==> config.mk <==
export PLATFORM = sky130hd
export DESIGN_NAME = alc_queue
export DESIGN_NICKNAME = d
export VERILOG_FILES = /design/src/hw/rtl/alc_pkg.sv /design/src/hw/rtl/alc_queue.sv
export SDC_FILE = /design/constraint.sdc
export NUM_CORES = 1
export LEC_CHECK = 0
export ABC_AREA = 1
export ABC_CLOCK_PERIOD_IN_PS = 1600
export BUFFER_PORTS_ARGS = -buffer_cell sky130_fd_sc_hd__buf_2
export CAP_MARGIN = 10
export CORE_UTILIZATION = 47
export CTS_CLUSTER_SIZE = 10
export DETAILED_ROUTE_END_ITERATION = 16
export PLACE_DENSITY = 0.75
export RECOVER_POWER = 25
export SLEW_MARGIN = 20
export SYNTH_ARGS = -nofsm -noshare
export SYNTH_HDL_FRONTEND = slang
export SYNTH_SLANG_ARGS = --single-unit
==> constraint.sdc <==
create_clock -name clk -period 1.6 [get_ports clk]
set_clock_uncertainty 0.05 [all_clocks]
set_input_delay 0.08 -clock clk [delete_from_list [all_inputs] [get_ports clk]]
set_output_delay 0.08 -clock clk [all_outputs]
set_load 0.005 [all_outputs]
==> src/hw/rtl/alc_pkg.sv <==
// ----------------------------------------------------------------------------
// alc_pkg
// Types, constants and the table builder shared by the lux calculator.
// ----------------------------------------------------------------------------
package alc_pkg;

  localparam int POW_TABLE_ENTRIES_DEF = 64;
  localparam int LUX_FRACTION_BITS_DEF = 16;
  localparam int CNT_W  = 16;
  localparam int LUX_W  = 27;
  localparam int POW_W  = 16;

  // Coefficients in Q32.
  localparam logic [31:0] K_B1_A = 32'd130567006;
  localparam logic [31:0] K_B1_B = 32'd266287972;
  localparam logic [31:0] K_B2_A = 32'd96207267;
  localparam logic [31:0] K_B2_B = 32'd133143986;
  localparam logic [31:0] K_B3_A = 32'd54975581;
  localparam logic [31:0] K_B3_B = 32'd65713000;
  localparam logic [31:0] K_B4_A = 32'd6270652;
  localparam logic [31:0] K_B4_B = 32'd4810363;

  typedef enum logic [2:0] {
    BAND_1    = 3'd0,
    BAND_2    = 3'd1,
    BAND_3    = 3'd2,
    BAND_4    = 3'd3,
    BAND_DARK = 3'd4,
    BAND_NONE = 3'd5
  } band_t;

  typedef struct packed {
    band_t            band;
    logic [CNT_W-1:0] c0;
    logic [CNT_W-1:0] c1;
  } item_t;

  // Table entry for x given in Q30: x^1.4 in Q16, via the fifth root of x^2.
  function automatic logic [POW_W-1:0] pow_entry(input longint unsigned x);
    longint unsigned sq, lo, hi, mid, t, e;
    sq = (x * x) >> 30;
    lo = 0;
    hi = 64'd1 << 30;
    while (lo < hi) begin
      mid = lo + ((hi - lo + 64'd1) >> 1);
      t = mid;
      for (int n = 0; n < 4; n++) begin
        t = (t * mid) >> 30;
      end
      if (t <= sq) begin
        lo = mid;
      end else begin
        hi = mid - 64'd1;
      end
    end
    e = (((x * lo) >> 30) + (64'd1 << 13)) >> 14;
    return e[POW_W-1:0];
  endfunction

endpackage

==> src/hw/rtl/alc_queue.sv <==
// ----------------------------------------------------------------------------
// alc_queue
// Two-entry queue between the classifying front and the arithmetic back.
// ----------------------------------------------------------------------------
module alc_queue import alc_pkg::*; (
  input  logic  clk,
  input  logic  rst_n,
  input  logic  push,
  input  item_t push_item,
  output logic  full,
  output logic  pop,
  output item_t pop_item
);

  item_t      mem [0:1];
  logic       wr_r, wr_nxt, rd_r, rd_nxt;
  logic [1:0] cnt_r, cnt_nxt;

  assign full     = (cnt_r == 2'd2);
  // The back end never stalls, so anything waiting leaves at once.
  assign pop      = (cnt_r != 2'd0);
  assign pop_item = mem[rd_r];

  always_comb begin
    wr_nxt  = wr_r ^ push;
    rd_nxt  = rd_r ^ pop;
    cnt_nxt = cnt_r + 2'(push) - 2'(pop);
  end

  always_ff @(posedge clk) begin
    if (!rst_n) begin
      wr_r  <= 1'b0;
      rd_r  <= 1'b0;
      cnt_r <= 2'd0;
    end else begin
      wr_r  <= wr_nxt;
      rd_r  <= rd_nxt;
      cnt_r <= cnt_nxt;
    end
    if (push) begin
      mem[wr_r] <= push_item;
    end
  end

  a_no_overflow: assert property (@(posedge clk) disable iff (!rst_n)
    full |-> !push) else $error("push into full queue");
  a_cnt_step: assert property (@(posedge clk) disable iff (!rst_n)
    (push && !pop) |=> (cnt_r == $past(cnt_r) + 2'd1))
    else $error("queue count did not follow a lone push");

endmodule

==> flow_summary_export.csv <==
group,metric,value,unit
sta,timing.slew.headroom,0.8211,
critical_path,crit_path_end_kind,"output pin",
global_routing,global_route_wire_length_before_repair,7.521,mm
critical_path,critical_path_peak_fanout,32,
routing,via_count,1815,
worst_hold_path,hold_path_class,"primary input to flip-flop",
power,total_switching_power,885.2,uW
power,internal_power,3.220,mW
placement,port-buffer-count,74,
clock_tree,cts.htree.levels,3,
critical_path,crit_type,"flip-flop to output pin",
run_status,outcome,"finished clean",
floorplanning,die_span_in_y,81.33,um
sta,whs,0.05652,ns
floorplanning,rows,28,
synth,netlist_area,2958,um2
sta,timing_max_transition_violations_final,0,
finish,area_growth,33.50,%
critical_path,worst_endpoint_required_time,1.47,ns
routing,drc,0,
power,power_leakage,1.634,nW
sta,grt_setup_unrepaired,"no",
sta,post-route-period-util,0.8713,
placement,area_after_dpl,3420,um2
sta,report.final.setup_viol,0,
clock_tree,cts.sinks,75,
power,p_seq_frac,0.560,
routing,viasPerCell,4.427,
floorplanning,initial_utilization,0.4937,
synth,ys_ff_latch,75,
power,p_per_area,1040,nW/um2
finish,nets,371,
sta,timing.final.hold_violations,0,
finish,insertedDiodeCount,0,
clock_tree,clk-insertion-delay-late,0.33,ns
routing,drt_wl_total,4.656,mm
power,share_comb_of_total_power,0.118,
clock_tree,tritoncts,"built",
sta,setup_tns,0,ns
finish,layout.cell_area.non_filler,3949,um2
power,clkPwrFrac,0.322,
synth,synthesis.area_per_instance,14.02,um2
placement,place_congestion,0.6787,
floorplanning,pin_count,75,
flow_run,max_cap_violations,0,
synth,synth_top_cell_area_share,0.7107,
global_routing,grt_pass1_vias,1749,
routing,routedWlPerCell,11.36,um
floorplanning,die_width,81.33,um
clock_tree,cts_max_path_buffers,2,
synth,net_count_after_synthesis,252,
routing,dr.first_iter.drc_count,54,
placement,place.detailed.hpwl,2.996,mm
power,design_power_total,4.105,mW
critical_path,setup.worst_path.start_class,"flip-flop",
floorplanning,design.die.area,6615,um2
global_routing,largest_net_degree_at_the_start_of_global_routing,39,
sta,maxClockFrequency,717.3,MHz
global_routing,number_of_antenna_violations_at_the_first_check_in_global_routing,0,
synth,syn-instance-count,211,
clock_tree,worst_setup_hold_path_clk_slew,0.07,ns
clock_tree,postcts_setup_bufs,0,
floorplanning,design.core.area,5991,um2
synth,synthDominantAreaCellType,"sky130_fd_sc_hd__edfxtp_1",
clock_tree,cts-buffers-inserted,9,
finish,post_route_cells_drive_above_1_share,0.3313,
routing,antenna_violating_nets_post_route,0,
synth,ys_warn_count,0,
sta,period_needed,1.394,ns
synth,ys_top_cells_by_area,"sky130_fd_sc_hd__edfxtp_1 71%, sky130_fd_sc_hd__o21ai_2 8.6%, sky130_fd_sc_hd__inv_1 5.2%",
routing,drt-pass1-iter-count,4,
power,power_switching_share,0.2156,
synth,netlist-cell-type-count,12,
sta,tightest_slew,0.2683,ns
power,peak_supply_drop,670.8,uV
global_routing,grt_overflow_total,0,
clock_tree,cts.root.buffer_cell,"sky130_fd_sc_hd__clkbuf_8",
critical_path,worstPathArrival,1.26,ns
global_routing,grt_util_all_layers,0.1602,
synth,synth_seq_area_share,0.7445,
[per-stage QoR]
stage	util	setup slack, ns	std cells
finish	0.6591	0.2059	410
global route	0.6591	0.07521	410
CTS	0.6617	0.09298	410
detailed placement	0.5708	0.3361	358
global placement	0.5708	0.3553	358
floorplan	-	0.2656	211
[worst paths after layout]
kind | cells after the start | startpoint | slack (ns) | to
setup / recovery | 4 | flip-flop | 0.21 | pop_item[1]
hold / removal | 3 | push | 0.06 | wr_r$_SDFF_PN0_
hold reg to reg | 2 | cnt_r[0]$_SDFF_PN0_ | 0.51 | cnt_r[1]$_SDFF_PN0_
setup reg to reg | 3 | wr_r$_SDFF_PN0_ | 0.33 | mem[0][23]$_DFFE_PP_
[registers in the layout, summed over array words and instances (netlist names), named ones only]
name and cells:
wr_r 1, cnt_r 2, mem 70, rd_r 1
[cell usage in the layout (no fill, tap or decap), drive strengths merged]
cell         netlist  layout
o21ai             35      35
a21oi              1       1
bufinv             0       1
clkinvlp           0       1
buf                8      64
dfxtp              5       5
inv               41      41
nor2               8       8
nand3              1       1
nand2             39      39
dlygate4sd3        0      36
clkbuf             0      26
ha                 3       3
edfxtp            70      70
clkinv             0       4
[worst max-delay path: stages, from the launching register on]
cell and delay, ns:
sky130_fd_sc_hd__dfxtp_4 0.36, sky130_fd_sc_hd__buf_6 0.25, sky130_fd_sc_hd__nand2_1 0.07, sky130_fd_sc_hd__o21ai_1 0.10
sky130_fd_sc_hd__buf_2 0.14
[routing by layer]
layer,wire (um),track usage,vias up
li1,-,-,943
met1,1964,0.1751,813
met2,2368,0.2750,49
met3,230,0.04494,10
met4,93,0.09643,0
met5,0,0,-
[layout make-up]
type	instances	area [um2]
fillers	456	2042
clock inverters	6	56.30
inverters	41	153.9
flip-flops and latches	75	2206
repair buffers	116	798.3
well taps	75	93.84
clock buffers	10	127.6
multi-input cells	87	513.0
[power by group through the flow]
| stage | sequential (mW) | clock, mW | combinational, mW |
|---|---|---|---|
| 3_5_place_dp | 2.34 | 0 | 0.426 |
| 2_1_floorplan | 2.34 | 0 | 0.244 |
| 5_1_grt | 2.31 | 1.42 | 0.546 |
| 3_3_place_gp | 2.34 | 0 | 0.418 |
| 6_report | 2.30 | 1.32 | 0.485 |
| 4_1_cts | 2.30 | 1.37 | 0.495 |
[synthesized netlist by cell type]
library cell and count:
sky130_fd_sc_hd__nand3_1 1, sky130_fd_sc_hd__dfxtp_1 5, sky130_fd_sc_hd__nand2_1 39, sky130_fd_sc_hd__buf_8 1, sky130_fd_sc_hd__nor2_1 8, sky130_fd_sc_hd__ha_1 3
sky130_fd_sc_hd__a21oi_1 1, sky130_fd_sc_hd__buf_6 7, sky130_fd_sc_hd__o21ai_1 6, sky130_fd_sc_hd__o21ai_2 29, sky130_fd_sc_hd__edfxtp_1 70, sky130_fd_sc_hd__inv_1 41
[cell families after synthesis]
kind of cell | synth area share
buffers and inverters | 0.08376
and+or+nand+nor | 0.06134
DFF | 0.7445
adders and majority gates | 0.01269
AOI/OAI and AO/OA | 0.09771
[repair_timing]
action | 4_1_cts | 5_1_grt
hold buffers | 36 | 0
setup endpoints to repair | 0 | 2
endpoints found under the hold margin | 75 | 0
gates resized for setup | 0 | 1
(Power assumes the default switching activity.)
