### config.mk
export PLATFORM = sky130hd
export DESIGN_NAME = alc_front
export DESIGN_NICKNAME = d
export VERILOG_FILES = /design/src/hw/rtl/alc_pkg.sv /design/src/hw/rtl/alc_front.sv
export SDC_FILE = /design/constraint.sdc
export NUM_CORES = 1
export LEC_CHECK = 0
export BUFFER_PORTS_ARGS = -buffer_cell sky130_fd_sc_hd__buf_2
export CAP_MARGIN = 10
export CORE_ASPECT_RATIO = 0.75
export CORE_MARGIN = 3
export CORE_UTILIZATION = 60
export DETAILED_ROUTE_END_ITERATION = 8
export PLACE_DENSITY = 0.84
export SETUP_SLACK_MARGIN = 0.02
export SYNTH_ARGS = -nofsm -noshare
export SYNTH_HDL_FRONTEND = slang
export SYNTH_SLANG_ARGS = --single-unit
export TNS_END_PERCENT = 10
### constraint.sdc
create_clock -name clk -period 5.4 [get_ports clk]
set_input_delay 0 -clock clk [delete_from_list [all_inputs] [get_ports clk]]
set_output_delay 0 -clock clk [all_outputs]
set_load 0.03 [all_outputs]
### src/hw/rtl/alc_pkg.sv
// ----------------------------------------------------------------------------
// alc_pkg
// Types, constants and the table builder shared by the lux calculator.
// ----------------------------------------------------------------------------
package alc_pkg;

  localparam int POW_TABLE_ENTRIES_DEF = 64;
  localparam int LUX_FRACTION_BITS_DEF = 16;
  localparam int CNT_W  = 16;
  localparam int LUX_W  = 27;
  localparam int POW_W  = 16;

  // Coefficients in Q32.
  localparam logic [31:0] K_B1_A = 32'd130567006;
  localparam logic [31:0] K_B1_B = 32'd266287972;
  localparam logic [31:0] K_B2_A = 32'd96207267;
  localparam logic [31:0] K_B2_B = 32'd133143986;
  localparam logic [31:0] K_B3_A = 32'd54975581;
  localparam logic [31:0] K_B3_B = 32'd65713000;
  localparam logic [31:0] K_B4_A = 32'd6270652;
  localparam logic [31:0] K_B4_B = 32'd4810363;

  typedef enum logic [2:0] {
    BAND_1    = 3'd0,
    BAND_2    = 3'd1,
    BAND_3    = 3'd2,
    BAND_4    = 3'd3,
    BAND_DARK = 3'd4,
    BAND_NONE = 3'd5
  } band_t;

  typedef struct packed {
    band_t            band;
    logic [CNT_W-1:0] c0;
    logic [CNT_W-1:0] c1;
  } item_t;

  // Table entry for x given in Q30: x^1.4 in Q16, via the fifth root of x^2.
  function automatic logic [POW_W-1:0] pow_entry(input longint unsigned x);
    longint unsigned sq, lo, hi, mid, t, e;
    sq = (x * x) >> 30;
    lo = 0;
    hi = 64'd1 << 30;
    while (lo < hi) begin
      mid = lo + ((hi - lo + 64'd1) >> 1);
      t = mid;
      for (int n = 0; n < 4; n++) begin
        t = (t * mid) >> 30;
      end
      if (t <= sq) begin
        lo = mid;
      end else begin
        hi = mid - 64'd1;
      end
    end
    e = (((x * lo) >> 30) + (64'd1 << 13)) >> 14;
    return e[POW_W-1:0];
  endfunction

endpackage

### src/hw/rtl/alc_front.sv
// ----------------------------------------------------------------------------
// alc_front
// Accepts a reading, sorts it into its formula band and hands it on.
// ----------------------------------------------------------------------------
module alc_front import alc_pkg::*; (
  input  logic             clk,
  input  logic             rst_n,
  input  logic             start,
  output logic             busy,
  input  logic [CNT_W-1:0] in_ch0_count,
  input  logic [CNT_W-1:0] in_ch1_count,
  output logic             push,
  output item_t            push_item,
  input  logic             q_full
);

  logic  valid_r, valid_nxt;
  item_t item_r, item_nxt;
  logic [23:0] c1x100, c0x50, c0x61, c0x80, c0x130;
  band_t band;

  assign c1x100 = 24'(in_ch1_count) * 24'd100;
  assign c0x50  = 24'(in_ch0_count) * 24'd50;
  assign c0x61  = 24'(in_ch0_count) * 24'd61;
  assign c0x80  = 24'(in_ch0_count) * 24'd80;
  assign c0x130 = 24'(in_ch0_count) * 24'd130;

  always_comb begin
    if (in_ch0_count == '0) begin
      band = (in_ch1_count == '0) ? BAND_NONE : BAND_DARK;
    end else if (c1x100 <= c0x50) begin
      band = BAND_1;
    end else if (c1x100 <= c0x61) begin
      band = BAND_2;
    end else if (c1x100 <= c0x80) begin
      band = BAND_3;
    end else if (c1x100 <= c0x130) begin
      band = BAND_4;
    end else begin
      band = BAND_DARK;
    end
  end

  assign push      = valid_r && !q_full;
  assign push_item = item_r;
  assign busy      = valid_r && q_full;

  always_comb begin
    valid_nxt = valid_r && !push;
    item_nxt  = item_r;
    if (start && !busy) begin
      valid_nxt = 1'b1;
      item_nxt  = '{band: band, c0: in_ch0_count, c1: in_ch1_count};
    end
  end

  always_ff @(posedge clk) begin
    if (!rst_n) begin
      valid_r <= 1'b0;
    end else begin
      valid_r <= valid_nxt;
    end
    item_r <= item_nxt;
  end

endmodule

==> results.cfg, run 1 <==
[status]
status = finished clean

[clocking]
tritoncts = done
clock_path_buffers = 2
cts_root_buf = clkbuf_16
cts_setup_buffers = 0
clk_pin_slew_ns = 0.06
clock-sinks = 36
cts.htree.levels = 2
clkLatencyLatePin_ns = 0.29
numCtsBuffers = 5

[routing]
viasPerCell = 5.96
postRouteAntennaNets = 0
first_iter_violations = 782
firstDrtPassIters = 6
drcViolationCount = 0
post_drt_wl_per_cell_microns = 19.0
wl_microns = 25700
vias = 8059

[placed_design]
place_area_sq_um = 10300
gp_congestion = 0.960
dp_cells = 1330
hpwl_microns = 20800
io_buffer_count = 72
pre_cts_ws_ns = 0.179

[synthesis]
syn_nets = 1409
async_flop_share_pct = 0
syn_inst = 1034
synthTopCellsByArea = ha_1, fa_1, edfxtp_1, inv_1, xor2_1
yosys_warnings = 0
synthFlopType = edfxtp_1
syn_area_sq_um = 9500
synth_top_area_share_pct = 36.0
synth_seq_cells = 36
avgSynthCellArea_sq_um = 9.19
synth.distinct_cells = 57
yosys.area.top_type = ha_1
synth_edf_count = 35
seq_area_frac_synth_pct = 11.3

[finish]
instances_no_fill = 1353
layout_common_cells = ha_1, inv_1, buf_2
final_common_cell = ha_1
multiInputGateArea_sq_um = 7780
syn2layout_area_growth_pct = 12.1
drive_gt1_share_pct = 11.0
fin_nets = 1522
seqCellArea_sq_um = 1070
antennaDiodeCount = 0
nFillCells = 1148
fin_area_sq_um = 10700

[power_and_ir_drop]
finalPower_uw = 4140
vdd.ir_drop.worst_v = 0.000239
power.density_nw_per_um2 = 388
p_leak_uw = 0.00559

[grt]
globalRouteTotalUtil_pct = 30.0
globalRoute.totalOverflow = 0
grt_pass1_vias = 7908
antenna_found_initial = 0
grt_max_degree = 36
grt_first_pass_wirelength_microns = 40700

[floorplan]
fp-row-count = 39
core_area_sq_um = 15400
fp.dieArea_sq_um = 17400
die_h_microns = 115
io_pins = 73
die_x_microns = 151
initial_core_util_pct = 61.8

[critical_path]
timing.rr.start = valid_r
r2r_slack_ns = 3.70
critical_path_class = in2reg
cp_max_fo = 5
critPathRequiredTime_ns = 5.44
cp.arrival_ns = 5.25
r2r_cells = 2
end_kind = flop
worstReg2RegEnd = push_item[22]
worstSetupStartpointType = input port

[timing]
slew_violations = 0
max_freq_mhz = 192
setup_viol = 0
finalCriticalPeriod_ns = 5.21
rsz0062_at_grt = true
period_share_pct = 96.4
hold_viol_final = 0
worst_pin_slew_ns = 1.06
skew_ns = 0.00530
relSlewSlack_pct = 29.3
fin_setup_tns_ns = 0
setup_ws_ns = 0.194

[worst_hold_path]
holdPathStages = 1
min_path_type = in2reg
holdCritStartpoint = in_ch1_count[6]
hold_end = push_item[6]

[job]
drv_cap = 0
-- synthesized netlist by cell type, types with 2 or more instances --
cell type and count:
o22ai_1 3, o21a_1 14, a31o_2 2, o22a_1 2
nand3b_1 2, nand2_1 22, and2_1 6, nand2b_1 8
a21o_1 29, xor2_1 36, ha_1 273, o21ai_0 42
or3_1 3, or2_2 3, nand3_1 20, nand4_1 16
o21ai_1 4, o21bai_1 12, edfxtp_1 35, xnor2_1 35
o31ai_1 4, a41oi_1 2, o211ai_1 8, nor2b_1 10
a31oi_1 11, fa_1 66, a211oi_1 9, a2111oi_0 2
o2111ai_1 2, a21oi_1 62, and3_1 4, nor4_1 2
nor3_1 23, nor2_1 46, inv_1 194
-- logic make-up (layout without fill, tap and decap cells) --
| family | after synthesis | after routing | synth area share [%] |
|---|---|---|---|
| buf+inv | 194 | 308 | 7.66 |
| xor+xnor | 71 | 71 | 6.55 |
| flops | 36 | 36 | 11.3 |
| fa+ha+maj | 339 | 339 | 49.9 |
| compound gates | 226 | 226 | 15.8 |
| simple gates | 168 | 168 | 8.85 |
-- worst max path at each step --
stage / from / endpoint / cells after the start
CTS: in_ch1_count[3] / push_item[32] / 23
floorplan: in_ch0_count[1] / push_item[34] / 22
global route: in_ch1_count[3] / push_item[32] / 24
global placement: in_ch0_count[5] / push_item[34] / 23
detailed placement: in_ch0_count[5] / push_item[32] / 22
finish: in_ch1_count[5] / push_item[32] / 23
-- flip-flops by register name (all words and copies together) (netlist names) --
register,count
valid_r,1
push_item,35
-- routing by layer --
| layer | global-route usage (%) | up-vias | share of wire (%) |
|---|---|---|---|
| li1 | - | 3847 | - |
| met1 | 43.3 | 3787 | 46 |
| met2 | 47.8 | 366 | 44 |
| met3 | 3.94 | 59 | 8.6 |
| met4 | 7.43 | 0 | 2.2 |
| met5 | 0 | - | 0 |
-- stage by stage --
step                      utilization (%)  hold WS, ns
final                                69.3       0.0110
after global routing                 69.3       0.0107
after CTS                            68.9      0.00148
after detailed placement             66.8        0.209
after global placement               66.8        0.206
after floorplan                         -       0.0989
-- where the power goes --
part           internal [uW]  total [uW]  switching, uW
sequential               340         355           15.7
clock                    217         345            128
combinational           1440        3440           2000
-- critical path, cell delays in order --
cell           delay (ns)
dlygate4sd3_1        0.53
buf_2                0.17
inv_1                0.06
ha_1                 0.27
ha_1                 0.32
fa_1                 0.46
ha_1                 0.37
nor3_1               0.22
nor2_1               0.07
a31oi_2              0.26
buf_4                0.18
o21ai_0              0.08
a21oi_1              0.24
xnor2_2              0.20
ha_1                 0.35
nand3_1              0.14
nor4_1               0.32
o22a_1               0.30
nor3_2               0.07
a211oi_2             0.27
inv_1                0.07
a2bb2oi_1            0.19
o31ai_1              0.11
-- cell type report --
| type | count | area share [%] |
|---|---|---|
| clock inverters | 3 | 0.399 |
| flip-flops and latches | 36 | 10.1 |
| multi-input cells | 804 | 73.0 |
| inverters | 194 | 6.83 |
| clock buffers | 5 | 1.17 |
| well taps | 205 | 2.41 |
| repair buffers | 106 | 6.13 |
-- timing repair --
| item | 4_1_cts | 5_1_grt |
|---|---|---|
| gates resized for setup | 0 | 15 |
| endpoints found under the hold margin | 14 | 0 |
| endpoints found under the setup margin | 0 | 3 |
| hold buffers | 15 | 0 |
Note: power is estimated with default switching activity, not from simulation.
==> inputs of run 2 (changes only) <==
--- a/config.mk
+++ b/config.mk
@@ -7,11 +7,12 @@
 export LEC_CHECK = 0
 export BUFFER_PORTS_ARGS = -buffer_cell sky130_fd_sc_hd__buf_2
 export CAP_MARGIN = 10
-export CORE_ASPECT_RATIO = 0.75
+export CELL_PAD_IN_SITES_DETAIL_PLACEMENT = 0
+export CELL_PAD_IN_SITES_GLOBAL_PLACEMENT = 2
 export CORE_MARGIN = 3
-export CORE_UTILIZATION = 60
+export CORE_UTILIZATION = 40
 export DETAILED_ROUTE_END_ITERATION = 8
-export PLACE_DENSITY = 0.84
+export PLACE_DENSITY = 0.87
 export SETUP_SLACK_MARGIN = 0.02
 export SYNTH_ARGS = -nofsm -noshare
 export SYNTH_HDL_FRONTEND = slang
==> run 2 against run 1 <==
Sequential share of layout area shrank 0.32 points. Clock skew grew 0.0020 ns. Via count shrank 5.8%. Sequential power shrank 2%. Non-clock buffer count grew 17.
==> results.cfg, run 2 (same netlist as run 1, synthesis figures left out) <==
[critical_path]
cp_num_buf_inv = 5
cp_top_family = adder cells
crit_top_cell = fa_1
worstSetupStartpointType = input port
end_kind = flop
critPathRequiredTime_ns = 5.44
cp.arrival_ns = 5.26
cp_max_fo = 4
critPathMaxStageDelay_ns = 0.55
critical-path-slowest-cell = dlygate4sd3_1
critical_path_class = in2reg

[power_and_ir_drop]
vdd.ir_drop.worst_v = 0.000136
p_leak_uw = 0.00565
power.density_nw_per_um2 = 385
finalPower_uw = 4240

[clocking]
cts.htree.levels = 2
clk_pin_slew_ns = 0.06
clkLatencyLatePin_ns = 0.30
clock-sinks = 36
numCtsBuffers = 5
cts_root_buf = clkbuf_16
clock_path_buffers = 2
tritoncts = done

[grt]
grt_busiest_layer = met2
antenna_found_initial = 0
use_met3_pct = 1.97
use_met2_pct = 32.9
globalRouteTotalUtil_pct = 20.1
grt_max_degree = 36
globalRoute.totalOverflow = 0
use_met1_pct = 28.5
grt_pass1_vias = 7560
grt_first_pass_wirelength_microns = 40800

[placed_design]
pre_cts_ws_ns = 0.186
place_area_sq_um = 10400
io_buffer_count = 72
hpwl_microns = 21700
gp_congestion = 0.863

[status]
status = finished clean

[routing]
post_drt_wl_per_cell_microns = 17.2
vias = 7590
firstDrtPassIters = 4
postRouteAntennaNets = 0
wl_microns = 25500
first_iter_violations = 394
drcViolationCount = 0
viasPerCell = 5.14

[timing]
relSlewSlack_pct = 28.9
setup_ws_ns = 0.182
setup_viol = 0
rsz0062_at_grt = true
finalCriticalPeriod_ns = 5.22
max_freq_mhz = 192
worst_pin_slew_ns = 1.06
skew_ns = 0.00729
hold_viol_final = 0
slew_violations = 0
period_share_pct = 96.6

[worst_hold_path]
min_path_type = in2reg

[finish]
largest_reg_flops = 35
final_common_cell = ha_1
syn2layout_area_growth_pct = 15.9
fin_area_sq_um = 11000
utilization_pct = 47.9
drive_gt1_share_pct = 13.0
layout_common_cells = ha_1, inv_1, buf_2
antennaDiodeCount = 0
fin_nets = 1539

[floorplan]
die_h_microns = 160
fp.dieArea_sq_um = 25600
die_x_microns = 160
io_pins = 73
fp-row-count = 55
initial_core_util_pct = 41.3
core_area_sq_um = 23000

[job]
drv_cap = 0
-- run 2: changes by cell type in the layout (fill, tap and decap cells not counted), moves of 3 or more --
cell / before / now
ha_1: 273 / 268
o21ai_1: 6 / 3
buf_4: 19 / 31
ha_4: 0 / 4
xnor2_2: 4 / 1
dlygate4sd3_1: 15 / 19
xnor2_1: 31 / 34
-- run 2: power by group --
group / internal (uW) / switching, uW / leakage (uW)
combinational: 1540 / 2000 / 0.00522
clock: 220 / 131 / 0.0000804
sequential: 339 / 8.83 / 0.000348
total: 2100 / 2140 / 0.00565
-- run 2: per-layer routing --
metal / vias up / wire [microns] / share of wire [%]
met3: 29 / 698 / 2.7
met5: - / 0 / 0
met2: 120 / 11600 / 46
li1: 3866 / - / -
met4: 0 / 599 / 2.4
met1: 3575 / 12600 / 49
-- run 2: path summary, 6_finish.rpt --
path                                  startpoint            end  slack [ns]  cells past startpoint
worst max-delay path             in_ch0_count[2]  push_item[34]        0.18                     25
worst min-delay path            in_ch0_count[10]  push_item[26]        0.02                      1
worst max register to register           valid_r  push_item[24]        3.68                      2
worst min register to register           valid_r   push_item[6]        0.96                      2
-- run 2: layout make-up --
class | count | area, sq um
Fill cell | 2310 | 12000
Clock inverter | 3 | 46.3
Multi-Input combinational cell | 804 | 7850
Timing Repair Buffer | 123 | 801
Inverter | 194 | 728
Tap cell | 313 | 392
Sequential cell | 36 | 1070
Clock buffer | 5 | 125
-- run 2: timing repair --
item                                   4_1_cts  5_1_grt
endpoints found under the hold margin       18        0
gates resized for setup                      0       28
hold buffers                                19        0
buffers inserted                             0        7
setup endpoints to repair                    0        3
-- run 2: per-stage QoR --
stage	std cells	setup TNS, ns	hold WS, ns
finish	1478	0	0.0170
detailed placement	1444	0	0.210
floorplan	1034	0	0.0989
global placement	1444	0	0.208
CTS	1471	0	0.0104
global route	1478	-0.0300	0.0172
